==> config.mk <==
export PLATFORM = sky130hd
export DESIGN_NAME = rswo_fifo
export DESIGN_NICKNAME = d
export VERILOG_FILES = /design/src/design/rswo_pkg.sv /design/src/design/rswo_fifo.sv
export SDC_FILE = /design/constraint.sdc
export NUM_CORES = 1
export LEC_CHECK = 0
export ABC_AREA = 1
export BUFFER_PORTS_ARGS = -buffer_cell sky130_fd_sc_hd__buf_2
export CAP_MARGIN = 40
export CORE_UTILIZATION = 35
export DETAILED_ROUTE_END_ITERATION = 12
export GPL_ROUTABILITY_DRIVEN = 1
export GPL_TIMING_DRIVEN = 0
export PLACE_DENSITY = 0.58
export SYNTH_ARGS = -nofsm -noshare
export SYNTH_HDL_FRONTEND = slang
export SYNTH_SLANG_ARGS = --single-unit
==> constraint.sdc <==
create_clock -name clk_i -period 3.05 [get_ports clk_i]
set_input_delay 0.61 -clock clk_i [delete_from_list [all_inputs] [get_ports clk_i]]
set_output_delay 0.61 -clock clk_i [all_outputs]
set_load 0.005 [all_outputs]
==> src/design/rswo_pkg.sv <==
// Shared types and constants for the raster stripe wobble offsets unit.
`timescale 1ns / 1ps
`default_nettype none
package rswo_pkg;

  localparam int CfgAddrW = 3;
  localparam int CfgDataW = 16;

  localparam logic [CfgAddrW-1:0] CFG_LOGICAL_HEIGHT    = 3'd0;
  localparam logic [CfgAddrW-1:0] CFG_STRIPE_HEIGHT     = 3'd1;
  localparam logic [CfgAddrW-1:0] CFG_AMP_X             = 3'd2;
  localparam logic [CfgAddrW-1:0] CFG_AMP_Y             = 3'd3;
  localparam logic [CfgAddrW-1:0] CFG_SPEED             = 3'd4;
  localparam logic [CfgAddrW-1:0] CFG_BAND_HEIGHT       = 3'd5;
  localparam logic [CfgAddrW-1:0] CFG_BAND_PHASE_STEP   = 3'd6;
  localparam logic [CfgAddrW-1:0] CFG_COUNT_FROM_BOTTOM = 3'd7;

  typedef enum logic [1:0] {
    OP_TICK   = 2'd0,
    OP_STRIPE = 2'd1,
    OP_LOAD   = 2'd2
  } op_e;

  typedef struct packed {
    logic [10:0]        logical_height;
    logic [8:0]         stripe_height;
    logic signed [11:0] amp_x;
    logic signed [11:0] amp_y;
    logic signed [15:0] speed;
    logic [10:0]        band_height;
    logic [15:0]        band_phase_step;
    logic               count_from_bottom;
  } cfg_t;

  // arg carries time_step for a tick, phase_value for a load
  typedef struct packed {
    op_e         op;
    logic [15:0] arg;
    logic [9:0]  stripe_index;
    logic [12:0] source_height;
  } cmd_t;

  typedef struct packed {
    logic signed [11:0] offset_x;
    logic [11:0]        source_row;
    logic               out_of_range;
  } res_t;

endpackage
`default_nettype wire

==> src/design/rswo_fifo.sv <==
// Two-entry command queue between front and back end.
`timescale 1ns / 1ps
`default_nettype none
module rswo_fifo (
  input  wire               clk_i,
  input  wire               rst_ni,
  input  wire               in_valid_i,
  output logic              in_ready_o,
  input  rswo_pkg::cmd_t    in_cmd_i,
  output logic              out_valid_o,
  input  wire               out_ready_i,
  output rswo_pkg::cmd_t    out_cmd_o
);

  rswo_pkg::cmd_t mem_q [2];
  logic           wr_ptr_q, rd_ptr_q;
  logic [1:0]     cnt_q;
  logic           push, pop;

  assign in_ready_o  = (cnt_q != 2'd2);
  assign out_valid_o = (cnt_q != 2'd0);
  assign out_cmd_o   = mem_q[rd_ptr_q];
  assign push        = in_valid_i && in_ready_o;
  assign pop         = out_valid_o && out_ready_i;

  always_ff @(posedge clk_i or negedge rst_ni) begin
    if (!rst_ni) begin
      wr_ptr_q <= 1'b0;
      rd_ptr_q <= 1'b0;
      cnt_q    <= 2'd0;
    end else begin
      if (push) wr_ptr_q <= !wr_ptr_q;
      if (pop) rd_ptr_q <= !rd_ptr_q;
      if (push && !pop) begin
        cnt_q <= cnt_q + 2'd1;
      end else if (pop && !push) begin
        cnt_q <= cnt_q - 2'd1;
      end
    end
  end

  always_ff @(posedge clk_i) begin
    if (push) mem_q[wr_ptr_q] <= in_cmd_i;
  end

endmodule
`default_nettype wire

======== Word-level counts from Yosys, hierarchy flattened ========
Memories as Yosys holds them, arrays and structs flattened.
Index checks and enable logic that the tools add are counted.
storage, ports and cells
  memories ................................ 1
  RAM bits ................................ 82
  input bits .............................. 45
  logic and storage cells ................. 21
  register bits ........................... 4
memories
  memory  words  bits a word  rd ports  clocked after memory_dff  wr ports  RTL line         source
  mem_q   2      41           1         0                         1         rswo_fifo.sv:15  rswo_pkg::cmd_t mem_q [2];
operators by class
  reductions and logical operators ........ 10
  add/sub/neg operators ................... 2
  equality and inequality tests ........... 1
  multiplexer cells ....................... 4
operators with widths
  cell                                               number
  logical AND 1 bit                                  4
  logical NOT 1 bit                                  4
  2-to-1 mux 2 bit                                   2
  nonzero test 2 bit                                 2
  adder 2 x 1 -> 2 bit (second input constant)       1
  2-to-1 mux 1 bit                                   2
  inequality test 2 bit (second input constant)      1
  subtractor 2 x 1 -> 2 bit (second input constant)  1

======== Longest topological paths before layout ========
  depth after elaboration ................. 6
  depth in mapped cells ................... 10
  mapped depth without buffers ............ 10

======== Least setup slack after synthesis ========
No wires, ideal clock.
  path kind ............................... in2reg
  start point ............................. input in_valid_i
  end point ............................... memory mem_q[0][0] (netlist name) (enable)
  cell stages on the path ................. 2
  library setup time ...................... 0.440 ns
  data arrival time ....................... 2.403 ns
  buffers on the path ..................... 0
  setup slack ............................. 0.207 ns
  cell sequence ........................... nand2_4 nor2_1
on the way
  longest elaborated chain between the ends .. 3
ends and longest elaborated chain
  what                                    RTL line         source
  start, declared                         rswo_fifo.sv:7   input wire in_valid_i,
  logical AND 1 bit                       rswo_fifo.sv:23  assign push = in_valid_i && in_ready_o;
  2-to-1 mux 1 bit                        rswo_fifo.sv:43  if (push) mem_q[wr_ptr_q] <= in_cmd_i;
  2-to-1 mux 1 bit (implied by the code)  rswo_fifo.sv:43
  end, declared                           rswo_fifo.sv:15
Every way passes these cells.

==> results_dict.tcl <==
set metrics [dict create \
    outcome "finished, final reports clean" \
    synth_edf_count 82 \
    cpPeakStageDelay_ps 380 \
    grt_use_met2 0.240 \
    synth_cell_type_count 17 \
    ctsResizeCount 0 \
    grt_use_met3 0.0379 \
    syn_to_final_growth_pct 25.9 \
    dieArea_um2 9930 \
    grt_use_total 0.129 \
    syn_inst 243 \
    clock_path_buffers 2 \
    grt-ovfl-total 0 \
    startpoint_type "flip-flop" \
    root_buffer "clkbuf_8" \
    drcViolationCount 0 \
    hold_path_class "in2async" \
    finClkSkew_ps 7.37 \
    p_leak_nw 1.81 \
    seqCellArea_um2 2560 \
    syn_area_um2 3340 \
    worstPathCellList "buf_6 -> inv_8 -> buf_6 -> nand2_1 -> nand2_1 -> buf_2" \
    ios 88 \
    synth_area_leader_cell "edfxtp_1" \
    synthArstFlopShare 0.0465 \
    htree_levels 3 \
    drive_above_1_share 0.394 \
    crit_required_ps 2440 \
    end_kind "output pin" \
    grt_max_degree 26 \
    critPathSlowestCell "dfrtp_1" \
    tightest_slew_ps 727 \
    cts.sinks 86 \
    cts_tree "built" \
    postRouteAntennaNets 0 \
    vias 1985 \
    grt-busiest-layer "met2" \
    drt-initial-drc-count 96 \
    drt-total-wl_um 5980 \
    ys.flop_type "edfxtp_1" \
    crit_type "reg2out" \
    setup_viol 0 \
    ys_seq_elements 86 \
    clock_latency_ps 340 \
    rows 35 \
    rsz0062_at_grt "no" \
    hold_viol 0 \
    ys_seq_area_frac 0.768 \
    utilization 0.455 \
    whs_ps 61.7 \
    powerDensity_nw_per_um2 927 \
    yosys-top-cells-count "nand2_1 (113), edfxtp_1 (82), nand2_2 (18)" \
    period_share 0.633 \
    dp.final_hpwl_um 3920 \
    cp_max_fo 10 \
    diodes 0 \
    die_w_um 99.6 \
    synth_most_common_cell "nand2_1" \
    initial_utilization 0.361 \
    crit_arrival_ps 1320 \
    critPathBufInv 4 \
    ir_drop_mv 0.310 \
    wl_per_cell_um 12.5 \
    die_h_um 99.6 \
    first_global_vias 1968 \
    fill_cells 867 \
    core_um2 9240 \
    finalWeightedCongestion 0.650 \
    ys.warnings.count 0 \
    grt_pass1_wl_um 9270 \
    cts_setup_buffers 0 \
    clk_pin_slew_ps 80 \
    max_slew_margin 0.514 \
    cts_inserted_buffers 9 \
    cap_violations 0 \
    min_period_ps 1930 \
    use_met1 0.131 \
    multi_input_area_um2 636 \
    avgViaCountPerCell 4.16 \
    crit_family "buffers and inverters" \
    syn_avg_cell_area_um2 13.7 \
    slew_violations 0 \
    fmax_ghz 0.518 \
    drt_pass1_iterations 4 \
    syn_nets 289 \
    netlist_top_cells_area "edfxtp_1 (74%), nand2_1 (13%), nand2_2 (3.4%), dfrtp_1 (3.0%), clkbuf_8 (1.6%)" \
    cts-hold-fix-buffers 0 \
    antenna_found_initial 0 \
    yosysTopAreaCellShare 0.738 \
    io_buffers 87 \
    fin_nets 389 \
]
==> final timing paths <==
path,slack (ps),startpoint,endpoint,cells past startpoint
min in group clk_i,450,in_cmd_i[8],mem_q[1][8]$_DFFE_PP_,1
min,60,rst_ni,wr_ptr_q$_DFFE_PN0P_,1
max reg2reg,1290,cnt_q[0]$_DFFE_PN0P_,mem_q[0][32]$_DFFE_PP_,5
max,1120,rd_ptr_q$_DFFE_PN0P_,out_cmd_o[14],6
max in group asynchronous,2860,rst_ni,cnt_q[0]$_DFFE_PN0P_,1
min reg2reg,550,cnt_q[0]$_DFFE_PN0P_,cnt_q[0]$_DFFE_PN0P_,1
==> routing by layer <==
metal / share of wire / wire (um)
met1: 0.41 / 2470
met2: 0.53 / 3160
met3: 0.045 / 269
met4: 0.014 / 81
met5: 0 / 0
==> flip-flops by register name (all words and copies together) (netlist names) <==
| name | flops |
|---|---|
| cnt_q | 2 |
| mem_q | 82 |
| wr_ptr_q | 1 |
| rd_ptr_q | 1 |
==> placed cells by master (no fill, tap or decap), drive strengths merged <==
cell type,Yosys,layout
edfxtp,82,82
clkbuf,4,15
inv,7,7
nand3,2,2
dfrtp,4,4
ha,1,1
nand2,133,133
buf,5,94
clkinv,0,3
bufinv,0,2
nand4,1,1
xnor2,1,1
nor2,2,2
xor2,1,1
==> power breakdown <==
group	total [W]	internal (W)	switching (W)
Combinational	0.00137	0.000584	0.000790
Sequential	0.00169	0.00161	0.0000795
Clock	0.000828	0.000457	0.000372
Total	0.00390	0.00266	0.00124
==> layout make-up <==
cell class / count / share of cell area
multi-input combinational: 141 / 0.151
buffer: 9 / 0.0286
sequential: 86 / 0.610
inverter: 7 / 0.00804
timing repair buffer: 89 / 0.115
tap: 129 / 0.0384
clock inverter: 5 / 0.0176
clock buffer: 11 / 0.0313
==> stage by stage <==
stage | power (W) | setup TNS (ps) | cells | setup WS [ps] | instance area, um2
global placement | 0.00307 | -86290 | 459 | -1070 | 3930
CTS | 0.00398 | 0 | 477 | 1070 | 4200
finish | 0.00390 | 0 | 477 | 1120 | 4200
global route | 0.00418 | 0 | 477 | 986 | 4200
detailed placement | 0.00314 | 0 | 461 | 1080 | 4000
floorplan | 0.00254 | 0 | 243 | 207 | 3340
==> kinds of logic after synthesis <==
kind of cell / count (synthesis) / synth area share
xor gates and xnor gates: 2 / 0.00750
and+or+nand+nor: 138 / 0.175
buffers and inverters: 16 / 0.0461
adders and majority gates: 1 / 0.00375
DFF: 86 / 0.768
(Power assumes the default switching activity.)
