<file path="src/design/rswo_pkg.sv">
// Shared types and constants for the raster stripe wobble offsets unit.
`timescale 1ns / 1ps
`default_nettype none
package rswo_pkg;

  localparam int CfgAddrW = 3;
  localparam int CfgDataW = 16;

  localparam logic [CfgAddrW-1:0] CFG_LOGICAL_HEIGHT    = 3'd0;
  localparam logic [CfgAddrW-1:0] CFG_STRIPE_HEIGHT     = 3'd1;
  localparam logic [CfgAddrW-1:0] CFG_AMP_X             = 3'd2;
  localparam logic [CfgAddrW-1:0] CFG_AMP_Y             = 3'd3;
  localparam logic [CfgAddrW-1:0] CFG_SPEED             = 3'd4;
  localparam logic [CfgAddrW-1:0] CFG_BAND_HEIGHT       = 3'd5;
  localparam logic [CfgAddrW-1:0] CFG_BAND_PHASE_STEP   = 3'd6;
  localparam logic [CfgAddrW-1:0] CFG_COUNT_FROM_BOTTOM = 3'd7;

  typedef enum logic [1:0] {
    OP_TICK   = 2'd0,
    OP_STRIPE = 2'd1,
    OP_LOAD   = 2'd2
  } op_e;

  typedef struct packed {
    logic [10:0]        logical_height;
    logic [8:0]         stripe_height;
    logic signed [11:0] amp_x;
    logic signed [11:0] amp_y;
    logic signed [15:0] speed;
    logic [10:0]        band_height;
    logic [15:0]        band_phase_step;
    logic               count_from_bottom;
  } cfg_t;

  // arg carries time_step for a tick, phase_value for a load
  typedef struct packed {
    op_e         op;
    logic [15:0] arg;
    logic [9:0]  stripe_index;
    logic [12:0] source_height;
  } cmd_t;

  typedef struct packed {
    logic signed [11:0] offset_x;
    logic [11:0]        source_row;
    logic               out_of_range;
  } res_t;

endpackage
`default_nettype wire

</file>
<file path="src/design/rswo_front.sv">
// Front end: accepts input items, drops unknown operations, forms commands.
`timescale 1ns / 1ps
`default_nettype none
module rswo_front (
  input  wire               clk_i,
  input  wire               rst_ni,
  input  wire               s_tvalid_i,
  output logic              s_tready_o,
  input  wire  [55:0]       s_tdata_i,
  input  wire  [1:0]        s_tuser_i,
  output logic              cmd_valid_o,
  input  wire               cmd_ready_i,
  output rswo_pkg::cmd_t    cmd_o
);

  logic           valid_q, valid_d;
  rswo_pkg::cmd_t cmd_q, cmd_d;
  rswo_pkg::op_e  op;
  logic           known;

  assign op    = rswo_pkg::op_e'(s_tuser_i);
  assign known = (op == rswo_pkg::OP_TICK) || (op == rswo_pkg::OP_STRIPE) ||
                 (op == rswo_pkg::OP_LOAD);

  assign s_tready_o  = !valid_q || cmd_ready_i;
  assign cmd_valid_o = valid_q;
  assign cmd_o       = cmd_q;

  always_comb begin
    valid_d = valid_q;
    cmd_d   = cmd_q;
    if (valid_q && cmd_ready_i) begin
      valid_d = 1'b0;
    end
    if (s_tvalid_i && s_tready_o) begin
      valid_d            = known;
      cmd_d.op           = op;
      cmd_d.arg          = (op == rswo_pkg::OP_LOAD) ? s_tdata_i[54:39] : s_tdata_i[15:0];
      cmd_d.stripe_index = s_tdata_i[25:16];
      cmd_d.source_height = s_tdata_i[38:26];
    end
  end

  always_ff @(posedge clk_i or negedge rst_ni) begin
    if (!rst_ni) begin
      valid_q <= 1'b0;
    end else begin
      valid_q <= valid_d;
    end
  end

  always_ff @(posedge clk_i) begin
    cmd_q <= cmd_d;
  end

endmodule
`default_nettype wire

</file>
<file path="config.mk">
export PLATFORM = sky130hd
export DESIGN_NAME = rswo_front
export DESIGN_NICKNAME = d
export VERILOG_FILES = /design/src/design/rswo_pkg.sv /design/src/design/rswo_front.sv
export SDC_FILE = /design/constraint.sdc
export NUM_CORES = 1
export LEC_CHECK = 0
export ABC_AREA = 1
export BUFFER_PORTS_ARGS = -buffer_cell sky130_fd_sc_hd__buf_2
export CORE_AREA = 4 4 56 78
export DETAILED_ROUTE_END_ITERATION = 12
export DIE_AREA = 0 0 60 82
export GPL_TIMING_DRIVEN = 0
export PLACE_DENSITY = 0.81
export SLEW_MARGIN = 20
export SYNTH_ARGS = -nofsm -noshare
export SYNTH_HDL_FRONTEND = slang
export SYNTH_SLANG_ARGS = --single-unit
</file>
<file path="constraint.sdc">
create_clock -name clk_i -period 10.1 [get_ports clk_i]
set_input_delay 0.505 -clock clk_i [delete_from_list [all_inputs] [get_ports clk_i]]
set_output_delay 0.505 -clock clk_i [all_outputs]
set_load 0.1 [all_outputs]
</file>
* Yosys cells after proc, flatten, opt, wreduce, memory -nomap -nowiden *
Cells that the tools add are included.

word-level totals
  register bits = 42
  input port bits = 62
  output and inout port bits = 43
  word-level logic and storage cells = 18

operators by class
  equal/unequal tests = 2
  multiplexer cells = 3
  reductions and logical operators = 8

operator list
  cell                                                  number
  2-to-1 mux 16 bit                                     1
  logical OR 1 bit                                      3
  equality test 2 x 1 -> 1 bit (second input constant)  1
  equality test 2 bit (second input constant)           1
  logical AND 1 bit                                     2
  logical NOT 2 bit                                     1
  2-to-1 mux 1 bit                                      2
  nonzero test 2 bit                                    1
  logical NOT 1 bit                                     1

* Logic depth before layout (Yosys ltp) *
  word-level depth = 4
  mapped depth = 5
  mapped depth without buffers = 4

* Worst setup path before layout *
Ideal clock, no wire load.

  kind = register to register
  start = register valid_q (netlist: cmd_valid_o)
  end = register cmd_q, in the netlist cmd_o[0], enable pin
  setup time = 0.503 ns
  arrival time = 3.915 ns
  required time = 9.597 ns
  slack = 5.683 ns
  cell stages (with the launch flop) = 2
  buffers on the path = 0
  clock period less this slack = 4.417 ns
  cell sequence = dfrtp_1 a21boi_0

between the ends
  cells in the longest elaborated chain, start to end = 3

ends and longest elaborated chain
  what                    line              text
  from (decl)             rswo_front.sv:16  logic valid_q, valid_d;
  from (signal assigned)  rswo_front.sv:48  valid_q <= valid_d;
  logical NOT 1 bit       rswo_front.sv:25  assign s_tready_o = !valid_q || cmd_ready_i;
  logical OR 1 bit        rswo_front.sv:25
  logical AND 1 bit       rswo_front.sv:35  if (s_tvalid_i && s_tready_o) begin
  to (signal assigned)    rswo_front.sv:53  cmd_q <= cmd_d;
  to (decl)               rswo_front.sv:17  rswo_pkg::cmd_t cmd_q, cmd_d;

No other way between the ends.
A chain may end at the register's enable or synchronous reset.

* Final worst setup path *
  start = register valid_q (netlist: cmd_valid_o)
  end = output s_tready_o

between the ends
  cells in the longest elaborated chain, start to end = 2

ends and longest elaborated chain
  what               line              text
  logical NOT 1 bit  rswo_front.sv:25
  logical OR 1 bit   rswo_front.sv:25
  to (decl)          rswo_front.sv:8   output logic s_tready_o,

No other way between the ends.

==> impl_results.md <==
- Post-Place Cells: 248
- Slew Limit Fails: 0
- Final Critical Period: 1740 ps
- Reg-to-reg setup timing slack: 8530 ps
- Slew at the pin closest to its max-slew limit: 712 ps
- CTS root buffer: clkbuf_8
- Data required, critical path: 9600 ps
- Area taken by multi-input logic gates: 250 µm²
- Ant diodes: 0
- Slowest CP cell: buf_2
- CP Cell Sequence: nand2_1 > buf_2
- Core Area: 3640 µm²
- Initial antenna violation count: 0
- Startpoint Class: register
- Setup-failing EPs final: 0
- Setup crit end kind: primary output
- First-pass GRT wire length: 5090 µm
- Sequential area share after synthesis: 0.814
- Residual DRC: 0
- Critical path depth: 2
- Avg Inst Size Synth: 15.1 µm²
- Post-Layout Cell Count: 257
- Total chip power: 0.428 mW
- Hold Path Sink: cmd_o[0]
- Vias: 1,173
- Hold Crit Class: input pin to register
- Setup bufs post-CTS: 0
- Ports: 105
- Worst hold stages: 1
- Most common cell after layout, fill and taps aside: buf_2
- Synth Cell Area: 1540 µm²
- Final Cycle Share: 0.172
- Total grt overflow: 0
- RSZ-0062 raised after global routing: no
- F_max: 0.574 GHz
- Post-synthesis register bit count: 42
- Max Root-Sink Buffers: 2
- Setup_tns: 0 ps
- CTS tree: done
- Clk pin slew, worst setup/hold paths: 80 ps
- Most frequent cells in the layout: buf_2, edfxtp_1, nand2_1
- Power Density: 191 nW/µm²
- Area Growth Syn to Fin: 45.2%
- Slew HR: 0.524
- Final WL: 3730 µm
- Nets: 276
- Max incr delay on CP: 430 ps
- Top delay family on crit path: buffers and inverters
- Max cap viols: 0
- Vias in the first global route: 1,106
- Fill count: 311
- Setup CP Type: register to primary output
- Max H-tree Level: 2
- Clock Skew: 8.46 ps
- DIE AREA: 4920 µm²
- Clk_lat worst skew: 280 ps
- TritonCTS Buffers: 5
- Initial Util: 0.424
- Via density: 4.56
- Bufs and invs on worst path: 1
- Input/output buffers: 103
- Detailed placement HPWL: 3050 µm
- Syn. warnings: 0
- Outcome: finished, final reports clean
- Worst vdd ir: 0.108 mV
- First drt pass iteration count: 4
- FF+latch area: 1260 µm²
- Cell row count: 26
- Worst R2R Start: cmd_valid_o
- Worst r2r dst: cmd_o[31]
- R2R depth: 2
- Syn Inst Count: 102
- LEAKAGE: 1.07 nW
- Synth Net Count: 164
- Chip width: 60 µm
- Hold_sp: s_tdata_i[26]
- Layout cells sized above 1: 0.553
- Crit path DAT: 1240 ps
- Sink Count: 42
- Drt first-iter violations: 14
- Worst Path Max Fanout: 3
- Gpl congestion: 0.721
- Synth unique cells: 11
- Final hold violation count: 0
- Vert. Die Dim: 82 µm
- Largest net degree at the start of global routing: 23
- Routed len/inst: 14.5 µm
- GRT Total Usage: 0.144
- Post-route ant nets: 0
## per-layer routing
metal,wire length [µm],part of all wire,GRT usage
met5,0,0,0
met4,62,0.017,0.0732
met3,395,0.11,0.0299
met2,1950,0.52,0.256
met1,1320,0.35,0.158
## layout make-up
cell class | instances | area share
Tap cell | 42 | 0.0234
Clock inverter | 2 | 0.00391
Timing Repair Buffer | 105 | 0.247
Inverter | 2 | 0.00335
Sequential cell | 42 | 0.560
Clock buffer | 6 | 0.0324
Multi-Input combinational cell | 54 | 0.112
Buffer | 4 | 0.0184
## worst register-to-register path, delay by kind of cell (launching register included)
kind	cells	cell delay (ps)
buffers and inverters	1	250
DFF	1	420
AOI/OAI and AO/OA	1	600
## state kept, by name, indices dropped and copies added, names as in the netlist
signal and cells:
cmd_valid_o 1, cmd_o 41
## power by group
part	internal, mW	switching [mW]	leakage [nW]
logic	0.0218	0.0995	0.619
registers	0.205	0.00281	0.405
clock network	0.0475	0.0511	0.0426
total	0.274	0.153	1.07
## synth_stat cells
cell type / count / share of area
edfxtp_1: 41 / 0.80
nand2_1: 34 / 0.083
nand3_1: 16 / 0.052
buf_6: 3 / 0.022
nand2_2: 2 / 0.0081
a21boi_0: 1 / 0.0049
buf_4: 1 / 0.0049
dfrtp_1: 1 / 0.016
inv_1: 1 / 0.0024
inv_2: 1 / 0.0024
nand2_4: 1 / 0.0073
## worst max path at each step
stage | start | to | slack, ps
4_1_cts | cmd_valid_o | s_tready_o | 8340
6_report | cmd_valid_o | s_tready_o | 8360
3_3_place_gp | cmd_ready_i | cmd_o[17] | 5060
3_5_place_dp | cmd_ready_i | cmd_o[11] | 8280
5_1_grt | cmd_valid_o | s_tready_o | 8300
2_1_floorplan | cmd_valid_o | cmd_o[0] | 5680
## cell families (layout without fill, tap and decap cells)
logic type	Yosys count	count (layout)	share of synthesized area
DFF	42	42	0.814
AOI/OAI and AO/OA	1	1	0.00486
buffers and inverters	6	119	0.0316
and+or+nand+nor	53	53	0.150
## repair_timing
| item | 4_1_cts | 5_1_grt |
|---|---|---|
| hold buffers | 1 | 0 |
| hold endpoints to repair | 1 | 0 |
| gates resized for setup | 0 | 0 |
## stage by stage
step	worst slack [ps]	instance area [µm²]	hold WS [ps]	utilization
3_5_place_dp	8280	2150	282	0.590
5_1_grt	8300	2240	370	0.615
6_report	8360	2240	392	0.615
3_3_place_gp	5060	2110	280	0.580
4_1_cts	8340	2240	384	0.615
2_1_floorplan	5680	1540	209	-
Note: power is estimated with default switching activity, not from simulation.
